--- config.mk ---
export PLATFORM = sky130hd
export DESIGN_NAME = profile_valley_separator_detector
export DESIGN_NICKNAME = d
export VERILOG_FILES = /design/src/hw/rtl/pvsd_pkg.sv /design/src/hw/rtl/pvsd_deriv.sv /design/src/hw/rtl/pvsd_ema.sv /design/src/hw/rtl/pvsd_outq.sv /design/src/hw/rtl/profile_valley_separator_detector.sv
export VERILOG_INCLUDE_DIRS = /design/src /design/src/hw/rtl
export SDC_FILE = /design/constraint.sdc
export NUM_CORES = 2
export LEC_CHECK = 0
export BUFFER_PORTS_ARGS = -buffer_cell sky130_fd_sc_hd__buf_2
export CORE_MARGIN = 1.5
export CORE_UTILIZATION = 35
export DETAILED_ROUTE_END_ITERATION = 12
export HOLD_SLACK_MARGIN = 0.12
export PLACE_DENSITY = 0.52
export REMOVE_ABC_BUFFERS = 1
export SYNTH_ARGS = -nofsm -noshare
export SYNTH_HDL_FRONTEND = slang
export SYNTH_SLANG_ARGS = --single-unit
--- constraint.sdc ---
create_clock -name clk_i -period 15.3 [get_ports clk_i]
set_clock_uncertainty 0.05 [all_clocks]
set_input_delay 2.295 -clock clk_i [delete_from_list [all_inputs] [get_ports clk_i]]
set_output_delay 2.295 -clock clk_i [all_outputs]
set_load 0.005 [all_outputs]
--- src/hw/rtl/assert_macros.svh ---
// ----------------------------------------------------------------------------
// Assertion macros
// Concurrent assertion helpers for the profile valley separator RTL.
// ----------------------------------------------------------------------------
`ifndef ASSERT_MACROS_SVH
`define ASSERT_MACROS_SVH

`ifndef ASSERT_OFF

// Property that must hold at every clock edge outside reset.
`define PVSD_ASSERT(lbl, clk, rstn, prop, msg) \
  lbl: assert property (@(posedge clk) disable iff (!rstn) prop) else $error(msg);

// Condition that must never be true outside reset.
`define PVSD_ASSERT_NEVER(lbl, clk, rstn, cond, msg) \
  lbl: assert property (@(posedge clk) disable iff (!rstn) !(cond)) else $error(msg);

`else

`define PVSD_ASSERT(lbl, clk, rstn, prop, msg)
`define PVSD_ASSERT_NEVER(lbl, clk, rstn, cond, msg)

`endif

`endif

--- src/hw/rtl/pvsd_pkg.sv ---
`timescale 1ns / 1ps
// ----------------------------------------------------------------------------
// pvsd_pkg
// Types and constants shared by the profile valley separator detector.
// ----------------------------------------------------------------------------
package pvsd_pkg;

  localparam int SAMPLE_BITS_DEF        = 24;
  localparam int MAX_PROFILE_LENGTH_DEF = 4096;
  localparam int ALPHA_W                = 16;
  localparam int FRAC_BITS              = 16;
  localparam int INDEX_W                = 12;
  localparam int OUT_TDATA_W            = ((INDEX_W + 7) / 8) * 8;
  localparam int OUTQ_DEPTH             = 4;

  localparam logic [ALPHA_W-1:0] ALPHA_RESET = 16'd6554;

  // One result transaction.
  typedef struct packed {
    logic [INDEX_W-1:0] sep_index;
    logic               is_sep;
    logic               eop;
  } result_t;

  // Qualifiers of one derivative event.
  typedef struct packed {
    logic last_item;  // event belongs to the final sample of the profile
    logic flush;      // closing derivative of the profile
  } ev_flags_t;

endpackage

--- src/hw/rtl/pvsd_deriv.sv ---
`timescale 1ns / 1ps
// ----------------------------------------------------------------------------
// pvsd_deriv
// Sample history and derivative former; issues one derivative event a cycle unless ev_ready_i holds it back.
// ----------------------------------------------------------------------------
module pvsd_deriv #(
  parameter int  SAMPLE_BITS        = pvsd_pkg::SAMPLE_BITS_DEF,
  parameter int  MAX_PROFILE_LENGTH = pvsd_pkg::MAX_PROFILE_LENGTH_DEF,
  localparam int IDX_W              = $clog2(MAX_PROFILE_LENGTH)
) (
  input  logic                      clk_i,
  input  logic                      rst_ni,
  input  logic                      s_valid_i,
  output logic                      s_ready_o,
  input  logic [SAMPLE_BITS-1:0]    sample_i,
  input  logic                      last_i,
  output logic                      ev_valid_o,
  input  logic                      ev_ready_i,
  output logic signed [SAMPLE_BITS:0] ev_diff_o,
  output logic [IDX_W-1:0]          ev_pos_o,
  output pvsd_pkg::ev_flags_t       ev_flags_o
);
  import pvsd_pkg::*;

  localparam logic [IDX_W-1:0] CAP = IDX_W'(MAX_PROFILE_LENGTH - 1);

  logic [SAMPLE_BITS-1:0] prev_q, prev_d, older_q, older_d;
  logic [IDX_W-1:0]       count_q, count_d;
  logic                   ev_valid_q, ev_valid_d;
  logic                   flush_pend_q, flush_pend_d;

  logic signed [SAMPLE_BITS:0] ev_diff_q, ev_diff_d;
  logic [IDX_W-1:0]            ev_pos_q, ev_pos_d;
  ev_flags_t                   ev_flags_q, ev_flags_d;
  logic signed [SAMPLE_BITS:0] flush_diff_q, flush_diff_d;
  logic [IDX_W-1:0]            flush_pos_q, flush_pos_d;

  logic                        slot_free;
  logic                        accept;
  logic signed [SAMPLE_BITS:0] samp_ext, prev_ext, older_ext;
  logic signed [SAMPLE_BITS:0] d_inner, d_flush;

  assign slot_free = !ev_valid_q || ev_ready_i;
  assign s_ready_o = slot_free && !flush_pend_q;
  assign accept    = s_valid_i && s_ready_o;

  assign samp_ext  = $signed({1'b0, sample_i});
  assign prev_ext  = $signed({1'b0, prev_q});
  assign older_ext = $signed({1'b0, older_q});

  // The second sample still has only a one-sided difference behind it.
  assign d_inner = (count_q == IDX_W'(1)) ? (samp_ext - prev_ext) : (samp_ext - older_ext);
  assign d_flush = samp_ext - prev_ext;

  always_comb begin
    prev_d       = prev_q;
    older_d      = older_q;
    count_d      = count_q;
    flush_pend_d = flush_pend_q;
    flush_diff_d = flush_diff_q;
    flush_pos_d  = flush_pos_q;
    ev_valid_d   = ev_valid_q && !ev_ready_i;
    ev_diff_d    = ev_diff_q;
    ev_pos_d     = ev_pos_q;
    ev_flags_d   = ev_flags_q;

    if (flush_pend_q && slot_free) begin
      ev_valid_d           = 1'b1;
      ev_diff_d            = flush_diff_q;
      ev_pos_d             = flush_pos_q;
      ev_flags_d.last_item = 1'b1;
      ev_flags_d.flush     = 1'b1;
      flush_pend_d         = 1'b0;
    end else if (accept) begin
      if (count_q != '0) begin
        ev_valid_d           = 1'b1;
        ev_diff_d            = d_inner;
        ev_pos_d             = count_q - IDX_W'(1);
        ev_flags_d.last_item = last_i;
        ev_flags_d.flush     = 1'b0;
        if (last_i) begin
          flush_pend_d = 1'b1;
          flush_diff_d = d_flush;
          flush_pos_d  = count_q;
        end
      end else if (last_i) begin
        // A single-sample profile has a zero derivative at position zero.
        ev_valid_d           = 1'b1;
        ev_diff_d            = '0;
        ev_pos_d             = '0;
        ev_flags_d.last_item = 1'b1;
        ev_flags_d.flush     = 1'b1;
      end

      if (last_i) begin
        prev_d  = '0;
        older_d = '0;
        count_d = '0;
      end else begin
        older_d = prev_q;
        prev_d  = sample_i;
        if (count_q < CAP) begin
          count_d = count_q + IDX_W'(1);
        end
      end
    end
  end

  always_ff @(posedge clk_i or negedge rst_ni) begin
    if (!rst_ni) begin
      prev_q       <= '0;
      older_q      <= '0;
      count_q      <= '0;
      ev_valid_q   <= 1'b0;
      flush_pend_q <= 1'b0;
    end else begin
      prev_q       <= prev_d;
      older_q      <= older_d;
      count_q      <= count_d;
      ev_valid_q   <= ev_valid_d;
      flush_pend_q <= flush_pend_d;
    end
  end

  always_ff @(posedge clk_i) begin
    ev_diff_q    <= ev_diff_d;
    ev_pos_q     <= ev_pos_d;
    ev_flags_q   <= ev_flags_d;
    flush_diff_q <= flush_diff_d;
    flush_pos_q  <= flush_pos_d;
  end

  assign ev_valid_o = ev_valid_q;
  assign ev_diff_o  = ev_diff_q;
  assign ev_pos_o   = ev_pos_q;
  assign ev_flags_o = ev_flags_q;

endmodule

--- src/hw/rtl/pvsd_ema.sv ---
`timescale 1ns / 1ps
// ----------------------------------------------------------------------------
// pvsd_ema
// Exponential moving average of the slope and separator decision.
// ----------------------------------------------------------------------------
module pvsd_ema #(
  parameter int  SAMPLE_BITS        = pvsd_pkg::SAMPLE_BITS_DEF,
  parameter int  MAX_PROFILE_LENGTH = pvsd_pkg::MAX_PROFILE_LENGTH_DEF,
  localparam int IDX_W              = $clog2(MAX_PROFILE_LENGTH)
) (
  input  logic                          clk_i,
  input  logic                          rst_ni,
  input  logic                          cfg_we_i,
  input  logic [pvsd_pkg::ALPHA_W-1:0]  cfg_wdata_i,
  input  logic                          ev_valid_i,
  output logic                          ev_ready_o,
  input  logic signed [SAMPLE_BITS:0]   ev_diff_i,
  input  logic [IDX_W-1:0]              ev_pos_i,
  input  pvsd_pkg::ev_flags_t           ev_flags_i,
  input  logic                          q_room_i,
  output logic [1:0]                    push_n_o,
  output pvsd_pkg::result_t             push0_o,
  output pvsd_pkg::result_t             push1_o
);
  import pvsd_pkg::*;

  localparam int AVG_W  = SAMPLE_BITS + 18;
  localparam int DIFF_W = AVG_W + 1;
  localparam int PROD_W = DIFF_W + ALPHA_W + 1;

  logic [ALPHA_W-1:0]      alpha_q;
  logic signed [AVG_W-1:0] avg_q, avg_d;
  logic                    rising_q, rising_d;
  logic                    neg_seen_q, neg_seen_d;
  logic [IDX_W-1:0]        lni_q, lni_d;
  logic                    pend_valid_q, pend_valid_d;
  logic [INDEX_W-1:0]      pend_idx_q, pend_idx_d;

  logic                     take;
  logic signed [AVG_W-1:0]  target;
  logic signed [DIFF_W-1:0] diff, step, sum;
  logic signed [PROD_W-1:0] prod;
  logic signed [AVG_W-1:0]  avg_upd;
  logic                     is_pos, is_neg, emit;
  logic [INDEX_W-1:0]       sep_idx;

  assign ev_ready_o = q_room_i;
  assign take       = ev_valid_i && q_room_i;

  assign target = $signed({{(AVG_W - SAMPLE_BITS - 1 - FRAC_BITS){ev_diff_i[SAMPLE_BITS]}},
                           ev_diff_i, {FRAC_BITS{1'b0}}});
  assign diff   = DIFF_W'(target) - DIFF_W'(avg_q);
  assign prod   = PROD_W'(diff) * PROD_W'($signed({1'b0, alpha_q}));
  // The arithmetic shift drops the fraction towards minus infinity.
  assign step   = DIFF_W'(prod >>> FRAC_BITS);
  assign sum    = DIFF_W'(avg_q) + step;
  assign avg_upd = (ev_pos_i == '0) ? target : AVG_W'(sum);

  assign is_neg  = avg_upd[AVG_W-1];
  assign is_pos  = !avg_upd[AVG_W-1] && (avg_upd != '0);
  assign emit    = is_pos && !rising_q;
  assign sep_idx = neg_seen_q ? INDEX_W'(lni_q) : INDEX_W'(ev_pos_i);

  always_comb begin
    avg_d        = avg_q;
    rising_d     = rising_q;
    neg_seen_d   = neg_seen_q;
    lni_d        = lni_q;
    pend_valid_d = pend_valid_q;
    pend_idx_d   = pend_idx_q;
    if (take) begin
      if (ev_flags_i.flush) begin
        avg_d        = '0;
        rising_d     = 1'b0;
        neg_seen_d   = 1'b0;
        lni_d        = '0;
        pend_valid_d = 1'b0;
      end else begin
        avg_d = avg_upd;
        if (emit) begin
          rising_d = 1'b1;
        end else if (is_neg) begin
          lni_d      = ev_pos_i;
          neg_seen_d = 1'b1;
          rising_d   = 1'b0;
        end
        // A separator found on the final sample waits until the flush
        // decides whether it closes the profile.
        if (ev_flags_i.last_item) begin
          pend_valid_d = emit;
          pend_idx_d   = sep_idx;
        end
      end
    end
  end

  always_comb begin
    push_n_o = 2'd0;
    push0_o  = '0;
    push1_o  = '0;
    if (take) begin
      if (ev_flags_i.flush) begin
        if (pend_valid_q) begin
          push0_o = '{sep_index: pend_idx_q, is_sep: 1'b1, eop: !emit};
          if (emit) begin
            push1_o  = '{sep_index: sep_idx, is_sep: 1'b1, eop: 1'b1};
            push_n_o = 2'd2;
          end else begin
            push_n_o = 2'd1;
          end
        end else if (emit) begin
          push0_o  = '{sep_index: sep_idx, is_sep: 1'b1, eop: 1'b1};
          push_n_o = 2'd1;
        end else begin
          push0_o  = '{sep_index: '0, is_sep: 1'b0, eop: 1'b1};
          push_n_o = 2'd1;
        end
      end else if (!ev_flags_i.last_item && emit) begin
        push0_o  = '{sep_index: sep_idx, is_sep: 1'b1, eop: 1'b0};
        push_n_o = 2'd1;
      end
    end
  end

  always_ff @(posedge clk_i or negedge rst_ni) begin
    if (!rst_ni) begin
      alpha_q      <= ALPHA_RESET;
      avg_q        <= '0;
      rising_q     <= 1'b0;
      neg_seen_q   <= 1'b0;
      lni_q        <= '0;
      pend_valid_q <= 1'b0;
    end else begin
      if (cfg_we_i) begin
        alpha_q <= cfg_wdata_i;
      end
      avg_q        <= avg_d;
      rising_q     <= rising_d;
      neg_seen_q   <= neg_seen_d;
      lni_q        <= lni_d;
      pend_valid_q <= pend_valid_d;
    end
  end

  always_ff @(posedge clk_i) begin
    pend_idx_q <= pend_idx_d;
  end

endmodule

--- src/hw/rtl/pvsd_outq.sv ---
`timescale 1ns / 1ps
`include "assert_macros.svh"
// ----------------------------------------------------------------------------
// pvsd_outq
// Small result queue: up to two in a cycle, one out when m_ready_i is high.
// ----------------------------------------------------------------------------
module pvsd_outq (
  input  logic              clk_i,
  input  logic              rst_ni,
  input  logic [1:0]        push_n_i,
  input  pvsd_pkg::result_t push0_i,
  input  pvsd_pkg::result_t push1_i,
  output logic              room_o,
  output logic              m_valid_o,
  input  logic              m_ready_i,
  output pvsd_pkg::result_t m_data_o
);
  import pvsd_pkg::*;

  localparam int PTR_W = $clog2(OUTQ_DEPTH);
  localparam int CNT_W = $clog2(OUTQ_DEPTH + 1);

  result_t            mem_q [OUTQ_DEPTH];
  logic [PTR_W-1:0]   wr_ptr_q, rd_ptr_q;
  logic [CNT_W-1:0]   count_q;
  logic               pop;

  assign m_valid_o = (count_q != '0);
  assign pop       = m_valid_o && m_ready_i;
  assign m_data_o  = mem_q[rd_ptr_q];
  // Room is judged on the registered fill so that a double push always fits.
  assign room_o    = (count_q <= CNT_W'(OUTQ_DEPTH - 2));

  always_ff @(posedge clk_i) begin
    case (push_n_i)
      2'd1: begin
        mem_q[wr_ptr_q] <= push0_i;
      end
      2'd2: begin
        mem_q[wr_ptr_q]                <= push0_i;
        mem_q[wr_ptr_q + PTR_W'(1)]    <= push1_i;
      end
      default: begin
      end
    endcase
  end

  always_ff @(posedge clk_i or negedge rst_ni) begin
    if (!rst_ni) begin
      wr_ptr_q <= '0;
      rd_ptr_q <= '0;
      count_q  <= '0;
    end else begin
      wr_ptr_q <= wr_ptr_q + PTR_W'(push_n_i);
      if (pop) begin
        rd_ptr_q <= rd_ptr_q + PTR_W'(1);
      end
      count_q <= count_q + CNT_W'(push_n_i) - CNT_W'(pop);
    end
  end

  `PVSD_ASSERT_NEVER(a_fill_in_range, clk_i, rst_ni, count_q > CNT_W'(OUTQ_DEPTH), "result queue overfilled")
  `PVSD_ASSERT(a_push_with_room, clk_i, rst_ni, (push_n_i != 2'd0) |-> room_o, "result pushed without room")
  `PVSD_ASSERT(a_double_push_closes, clk_i, rst_ni, (push_n_i == 2'd2) |-> (push1_i.eop && push1_i.is_sep && !push0_i.eop), "double push does not close the profile")
  `PVSD_ASSERT(a_drain_empty, clk_i, rst_ni, (pop && push_n_i == 2'd0 && count_q == CNT_W'(1)) |=> !m_valid_o, "queue not empty after last pop")

endmodule

--- src/hw/rtl/profile_valley_separator_detector.sv ---
`timescale 1ns / 1ps
// ----------------------------------------------------------------------------
// profile_valley_separator_detector
// Finds valley separators in a projection profile from the smoothed slope.
// ----------------------------------------------------------------------------
//  Channel   | Direction | Payload
//  ----------+-----------+-------------------------------------------------
//  s_axis    | in        | tdata: sample; tlast: final sample of profile
//  m_axis    | out       | tdata: separator_index; tuser: is_separator;
//            |           | tlast: end_of_profile
//  cfg       | in        | cfg_wdata_i: alpha (Q0.16), written when cfg_we_i
//
//  One sample is taken per cycle while s_axis_tready is high. The final
//  sample of a profile with two or more samples also issues a closing
//  derivative, which passes through the same averaging multiplier after
//  the inner one. A separator passes from the derivative register through
//  the averaging logic into the result queue before it is offered; the
//  closing results take the same path. Up to four results queue.
//  Asynchronous reset clears the control state; alpha returns to 6554.
//  s_axis_tready drops in the cycle that issues a closing derivative, and
//  while a derivative waits because the result queue holds more than two.
// ----------------------------------------------------------------------------
module profile_valley_separator_detector #(
  parameter int  SAMPLE_BITS        = pvsd_pkg::SAMPLE_BITS_DEF,
  parameter int  MAX_PROFILE_LENGTH = pvsd_pkg::MAX_PROFILE_LENGTH_DEF,
  localparam int S_TDATA_W          = ((SAMPLE_BITS + 7) / 8) * 8
) (
  input  logic                                clk_i,
  input  logic                                rst_ni,
  input  logic                                cfg_we_i,
  input  logic [pvsd_pkg::ALPHA_W-1:0]        cfg_wdata_i,
  input  logic                                s_axis_tvalid,
  output logic                                s_axis_tready,
  input  logic [S_TDATA_W-1:0]                s_axis_tdata,  // [SAMPLE_BITS-1:0] sample
  input  logic                                s_axis_tlast,
  output logic                                m_axis_tvalid,
  input  logic                                m_axis_tready,
  output logic [pvsd_pkg::OUT_TDATA_W-1:0]    m_axis_tdata,  // [11:0] separator_index
  output logic                                m_axis_tuser,  // [0] is_separator
  output logic                                m_axis_tlast
);
  import pvsd_pkg::*;

  localparam int IDX_W = $clog2(MAX_PROFILE_LENGTH);

  logic                        ev_valid, ev_ready;
  logic signed [SAMPLE_BITS:0] ev_diff;
  logic [IDX_W-1:0]            ev_pos;
  ev_flags_t                   ev_flags;
  logic                        q_room;
  logic [1:0]                  push_n;
  result_t                     push0, push1;
  result_t                     m_data;

  pvsd_deriv #(
    .SAMPLE_BITS       (SAMPLE_BITS),
    .MAX_PROFILE_LENGTH(MAX_PROFILE_LENGTH)
  ) u_deriv (
    .clk_i     (clk_i),
    .rst_ni    (rst_ni),
    .s_valid_i (s_axis_tvalid),
    .s_ready_o (s_axis_tready),
    .sample_i  (s_axis_tdata[SAMPLE_BITS-1:0]),
    .last_i    (s_axis_tlast),
    .ev_valid_o(ev_valid),
    .ev_ready_i(ev_ready),
    .ev_diff_o (ev_diff),
    .ev_pos_o  (ev_pos),
    .ev_flags_o(ev_flags)
  );

  pvsd_ema #(
    .SAMPLE_BITS       (SAMPLE_BITS),
    .MAX_PROFILE_LENGTH(MAX_PROFILE_LENGTH)
  ) u_ema (
    .clk_i      (clk_i),
    .rst_ni     (rst_ni),
    .cfg_we_i   (cfg_we_i),
    .cfg_wdata_i(cfg_wdata_i),
    .ev_valid_i (ev_valid),
    .ev_ready_o (ev_ready),
    .ev_diff_i  (ev_diff),
    .ev_pos_i   (ev_pos),
    .ev_flags_i (ev_flags),
    .q_room_i   (q_room),
    .push_n_o   (push_n),
    .push0_o    (push0),
    .push1_o    (push1)
  );

  pvsd_outq u_outq (
    .clk_i    (clk_i),
    .rst_ni   (rst_ni),
    .push_n_i (push_n),
    .push0_i  (push0),
    .push1_i  (push1),
    .room_o   (q_room),
    .m_valid_o(m_axis_tvalid),
    .m_ready_i(m_axis_tready),
    .m_data_o (m_data)
  );

  assign m_axis_tdata = OUT_TDATA_W'(m_data.sep_index);
  assign m_axis_tuser = m_data.is_sep;
  assign m_axis_tlast = m_data.eop;

endmodule
Yosys cells after proc, flatten, opt, wreduce, memory -nomap -nowiden

Memory sizes are Yosys's and may differ from the RTL's.
Index checks and enable logic that the tools add are counted.

Add/subtract/negate cells: 11
$mul: 1
Order comparisons: 2
Eq/ne operators: 4
Multiplexer cells: 56
Bitwise logic cells: 3
Reduce and logical (&&, ||, !) cells: 40

Operators with widths:

| operator              | number |
|---|---|
| $mux 14               | 10 |
| $mux 25               | 5 |
| $mux 12               | 10 |
| $mux 42               | 2 |
| $mul 43x17->58        | 1 |
| $sub 24x24->25        | 2 |
| $mux 24               | 2 |
| $sub 41x42->43        | 1 |
| $add 42x42->42        | 1 |
| $reduce_bool 42->1    | 1 |
| $mux 1                | 21 |
| $reduce_bool 2->1     | 7 |
| $add 12x1->12 const B | 1 |
| $eq 12x1->1 const B   | 1 |
| $logic_not 12->1      | 1 |
| $lt 12x12->1 const B  | 1 |
| $mux 2                | 6 |
| $reduce_and 3->1      | 4 |
| $reduce_bool 12->1    | 1 |
| $sub 12x1->12 const B | 1 |
| $reduce_and 2->1      | 5 |
| $logic_and 1x1->1     | 9 |
| $reduce_bool 3->1     | 3 |
| $logic_not 1->1       | 7 |
| 12 further kinds      | 14 |

Flip-flop bits (word level): 230
RAM bits: 56
Input bits: 46
Memories: 1

Memories:

| name         | depth | bits a word | read ports | clocked after Yosys merged registers in | wr ports | RTL line        | text |
|---|---|---|---|---|---|---|---|
| u_outq.mem_q | 4     | 14          | 1          | 0                                       | 2        | pvsd_outq.sv:23 | `result_t mem_q [OUTQ_DEPTH];` |

Depth between registers and ports, before layout

Depth after elaboration: 15
Mapped depth: 60
Gate-level depth less buffers: 58

By module

A second synthesis with hierarchy kept.

Cell total of the unflattened synthesis: 4655
Area, all modules: 42129.2 um^2

By module, submodules not included:

| module                            | instances | cells an instance | area each (um^2) | sequential area each (um^2) |
|---|---|---|---|---|
| pvsd_ema                          | 1         | 3647              | 30879.6          | 2195.9 |
| pvsd_deriv                        | 1         | 828               | 8072.7           | 3813.7 |
| pvsd_outq                         | 1         | 175               | 3143.0           | 1856.8 |
| profile_valley_separator_detector | 1         | 5                 | 33.8             | 0.0 |

Least setup slack after synthesis

No wires, ideal clock.

Kind: register -> register
Start point: register u_ema.avg_q[0]
End point: memory u_outq.mem_q[1][0] in the netlist's numbering (enable)
Setup time: 406 ps
Data arrival time: 12992 ps
Required time: 14844 ps
Setup slack: 1852 ps
Cell stages (with the launch flop): 51
Cell sequence: dfrtp_1 -> or4_1 -> or3_1 -> o21ai_0 -> a31o_2 -> a21oi_1 -> a211oi_1 -> or3_1 -> a21oi_1 -> xnor2_1 -> clkbuf_1 -> nand2_1 -> fa_1 -> fa_1 -> fa_1 -> inv_1 -> fa_1 -> fa_1 -> [... 15 more ...] -> clkbuf_1 -> a21oi_1 -> o21a_1 -> o21ai_0 -> a221oi_1 -> o221ai_1 -> nor3_1 -> o31ai_1 -> or4b_1 -> or4_4 -> o41ai_4 -> nor2_4 -> nand3_2 -> inv_2 -> buf_6 -> ha_1 -> nand2_1 -> nor3b_1

RTL lines:

| element                  | RTL line        | text |
|---|---|---|
| start: declaration       | pvsd_ema.sv:32  | `logic signed [AVG_W-1:0] avg_q, avg_d;` |
| start signal: assignment | pvsd_ema.sv:137 | `avg_q <= avg_d;` |
| end: declaration         | pvsd_outq.sv:23 |  |

==> results.sh <==
export IMPL_wl_per_cell_microns=18.3
export IMPL_vias_per_cell=4.94
export IMPL_die_area_sq_um=121000
export IMPL_grtUsageTotal_pct=19.2
export IMPL_drive_gt1_share_pct=6.63
export IMPL_slew_limit_headroom_pct=23.2
export IMPL_synth_top_cell_area_share_pct=30.6
export IMPL_grt_start_max_net_pins=86
export IMPL_synth_edf_count=142
export IMPL_placed_cell_area_sq_um=43400
export IMPL_nets=5512
export IMPL_path_max_fanout=16
export IMPL_hold_class="reg2reg"
export IMPL_diodes=0
export IMPL_cts_tree="built"
export IMPL_status="completed"
export IMPL_crit_path_top_delay_cell="or4b_1"
export IMPL_hold_viol_final=0
export IMPL_seq_area_sq_um=7870
export IMPL_mappedNetlistArea_sq_um=41500
export IMPL_fill_cells=12100
export IMPL_worstSetupEndpointType="flop"
export IMPL_fin_tns_setup_ns=0
export IMPL_fin_area_sq_um=44700
export IMPL_avgSynthCellArea_sq_um=9.02
export IMPL_worst_pin_slew_ns=1.15
export IMPL_grt_pass1_vias=32100
export IMPL_yosysWarnings=0
export IMPL_syn_inst=4597
export IMPL_netlist_top_cells_area="fa_1 (31%), edfxtp_1 (10%), inv_1 (8.6%)"
export IMPL_yosysTopAreaCell="fa_1"
export IMPL_gr_total_overflow=0
export IMPL_drt_iter0_drc=1957
export IMPL_setup_violations=0
export IMPL_dr_pass1_iters=7
export IMPL_slew_viol_final=0
export IMPL_ys_seq_area_share_pct=19.0
export IMPL_dp_hpwl_microns=89900
export IMPL_maxCapViolCount=0
export IMPL_area_growth_pct=7.72
export IMPL_drt_wl_total_microns=112000
export IMPL_start_util_pct=35.2
export IMPL_drcViolationCount=0
export IMPL_multiInputGateArea_sq_um=29200
export IMPL_antenna_found_initial=8
export IMPL_cts_sinks=286
export IMPL_fin_hold_ws_ns=0.424
export IMPL_gp_congestion=0.886
export IMPL_ios=66
export IMPL_ys_ff_latch=286
export IMPL_cts_max_level=2
export IMPL_crit_type="reg2reg"
export IMPL_cts_inserted_buffers=35
export IMPL_required_ns=15.55
export IMPL_finalCriticalPeriod_ns=14.38
export IMPL_numPortBuffers=61
export IMPL_ant_nets=0
export IMPL_finalCritPeriodShare_pct=94.0
export IMPL_fmax_mhz=69.5
export IMPL_cts_clk_slew_worst_paths_ns=0.06
export IMPL_crit_path_start_kind="flop"
export IMPL_core_area_sq_um=118000
export IMPL_cp_arrival_ns=14.64
export IMPL_synth_top_flop_cell="edfxtp_1"
export IMPL_ctsHoldBuffers=0
export IMPL_critPathMaxStageDelay_ns=0.58
export IMPL_die_x_microns=347
export IMPL_synth_distinct_cells=107
export IMPL_clk_path_buf_depth=3
export IMPL_synth_async_reset_ratio_pct=49.7
export IMPL_clockRootBuffer="clkbuf_16"
export IMPL_grt_first_pass_wirelength_microns=183000
export IMPL_vias=30300
export IMPL_dieHeight_microns=347
export IMPL_clkLatencyLatePin_ns=0.57
export IMPL_num_rows=126
## final cells by class
cell class / instances / area share, %
tap: 1536 / 4.30
multi-input combinational: 3159 / 65.4
clock buffer: 50 / 2.20
timing repair buffer: 147 / 2.15
clock inverter: 13 / 0.378
inverter: 947 / 7.96
sequential: 286 / 17.6
## critical path, delay by kind of cell, from the launching register on
kind	cells	cell delay [ns]
AND/OR/NAND/NOR	15	3.47
adder cells (fa/ha/maj)	10	4.19
XOR/XNOR	1	0.11
buffers and inverters	9	1.12
flip-flops	1	0.40
AO/OA/AOI/OAI	24	4.77
## timing repair
item                                    4_1_cts  5_1_grt
setup buffers                                 0        3
resized for setup                             0       13
endpoints found under the setup margin        0       67
## state kept, by name, summed over array words and instances (netlist names)
| signal | flops |
|---|---|
| u_deriv.flush_pos_q | 12 |
| u_ema.pend_idx_q | 12 |
| u_outq.mem_q | 56 |
| u_outq.count_q | 3 |
| u_deriv.count_q | 12 |
| u_deriv.ev_pos_o | 12 |
| u_deriv.flush_pend_q | 1 |
| u_outq.rd_ptr_q | 2 |
| u_outq.wr_ptr_q | 2 |
| u_ema.avg_q | 42 |
| u_deriv.flush_diff_q | 25 |
| u_ema.rising_q | 1 |
| u_deriv.ev_diff_o | 25 |
| u_ema.alpha_q | 16 |
| u_deriv.ev_valid_o | 1 |
| u_deriv.prev_q | 24 |
| u_deriv.ev_flags_o | 2 |
| u_ema.neg_seen_q | 1 |
| u_ema.pend_valid_q | 1 |
| u_ema.lni_q | 12 |
| u_deriv.older_q | 24 |
## synthesized netlist by cell type, types with 28 or more instances
cell type  count
fa_1         633
xnor2_1      111
nor3_1        62
clkbuf_1     170
edfxtp_1     142
o21ai_0      141
and2_1       275
o22ai_1       57
a21oi_1      138
nand3_1       44
o31ai_1       44
nor2b_1       28
inv_1        945
a21o_1        60
ha_1         257
dfrtp_1      135
xor2_1        59
nor2_1       161
nand2_1      674
o21a_1        33
## path summary, 6_finish.rpt
check | depth (start not counted) | slack [ns] | end | startpoint
min reg2reg | 2 | 0.42 | u_deriv.older_q[16]$_DFFE_PN0P_ | u_deriv.older_q[16]$_DFFE_PN0P_
max reg2reg | 59 | 0.92 | u_outq.mem_q[3][10]$_DFFE_PP_ | u_ema.avg_q[1]$_DFFE_PN0P_
max in group asynchronous | 2 | 11.84 | u_outq.count_q[2]$_DFF_PN0_ | rst_ni
max | 59 | 0.92 | u_outq.mem_q[3][10]$_DFFE_PP_ | u_ema.avg_q[1]$_DFFE_PN0P_
min | 2 | 0.42 | u_deriv.older_q[16]$_DFFE_PN0P_ | u_deriv.older_q[16]$_DFFE_PN0P_
min in group asynchronous | 1 | 1.79 | u_ema.lni_q[4]$_DFFE_PN0P_ | rst_ni
## placed cells by master (no fill, tap or decap), types with 35 or more instances in the layout
cell and count:
nand2_1 672, xnor2_1 110, xor2_1 58, inv_1 945
ha_1 257, o31ai_1 42, nor2_1 161, clkbuf_16 35
edfxtp_1 142, nor3_1 60, o22ai_1 57, dfrtp_1 134
buf_2 60, buf_4 85, fa_1 633, a21oi_1 137
o21ai_0 138, and2_1 275, nand3_1 44, a21o_1 60
## layer usage
layer / share of wire [%] / GRT usage, % / vias to the layer above
met4: 1.8 / 3.74 / 0
li1: - / - / 14400
met1: 47 / 26.9 / 15200
met5: 0 / 0 / -
met2: 46 / 31.3 / 602
met3: 5.0 / 2.93 / 138
## per-stage QoR
| stage | util, % | setup slack, ns | instances |
|---|---|---|---|
| finish | 37.9 | 0.918 | 6138 |
| floorplan | - | 1.74 | 4392 |
| detailed placement | 36.9 | 0.369 | 6072 |
| CTS | 37.8 | 0.317 | 6135 |
| global placement | 36.9 | 0.506 | 6072 |
| global route | 37.9 | -0.0525 | 6138 |
## cells by family after synthesis
| family | synth area share, % |
|---|---|
| AOI/OAI and AO/OA | 10.4 |
| buffers and inverters | 10.9 |
| DFF | 19.0 |
| xor gates and xnor gates | 3.59 |
| other | 0.00905 |
| muxes | 1.88 |
| and+or+nand+nor | 15.9 |
| adders and majority gates | 38.3 |
Power is left out: the tool's default activity adds up to more than one toggle a clock period on the data nets, which glitch-free logic cannot reach.
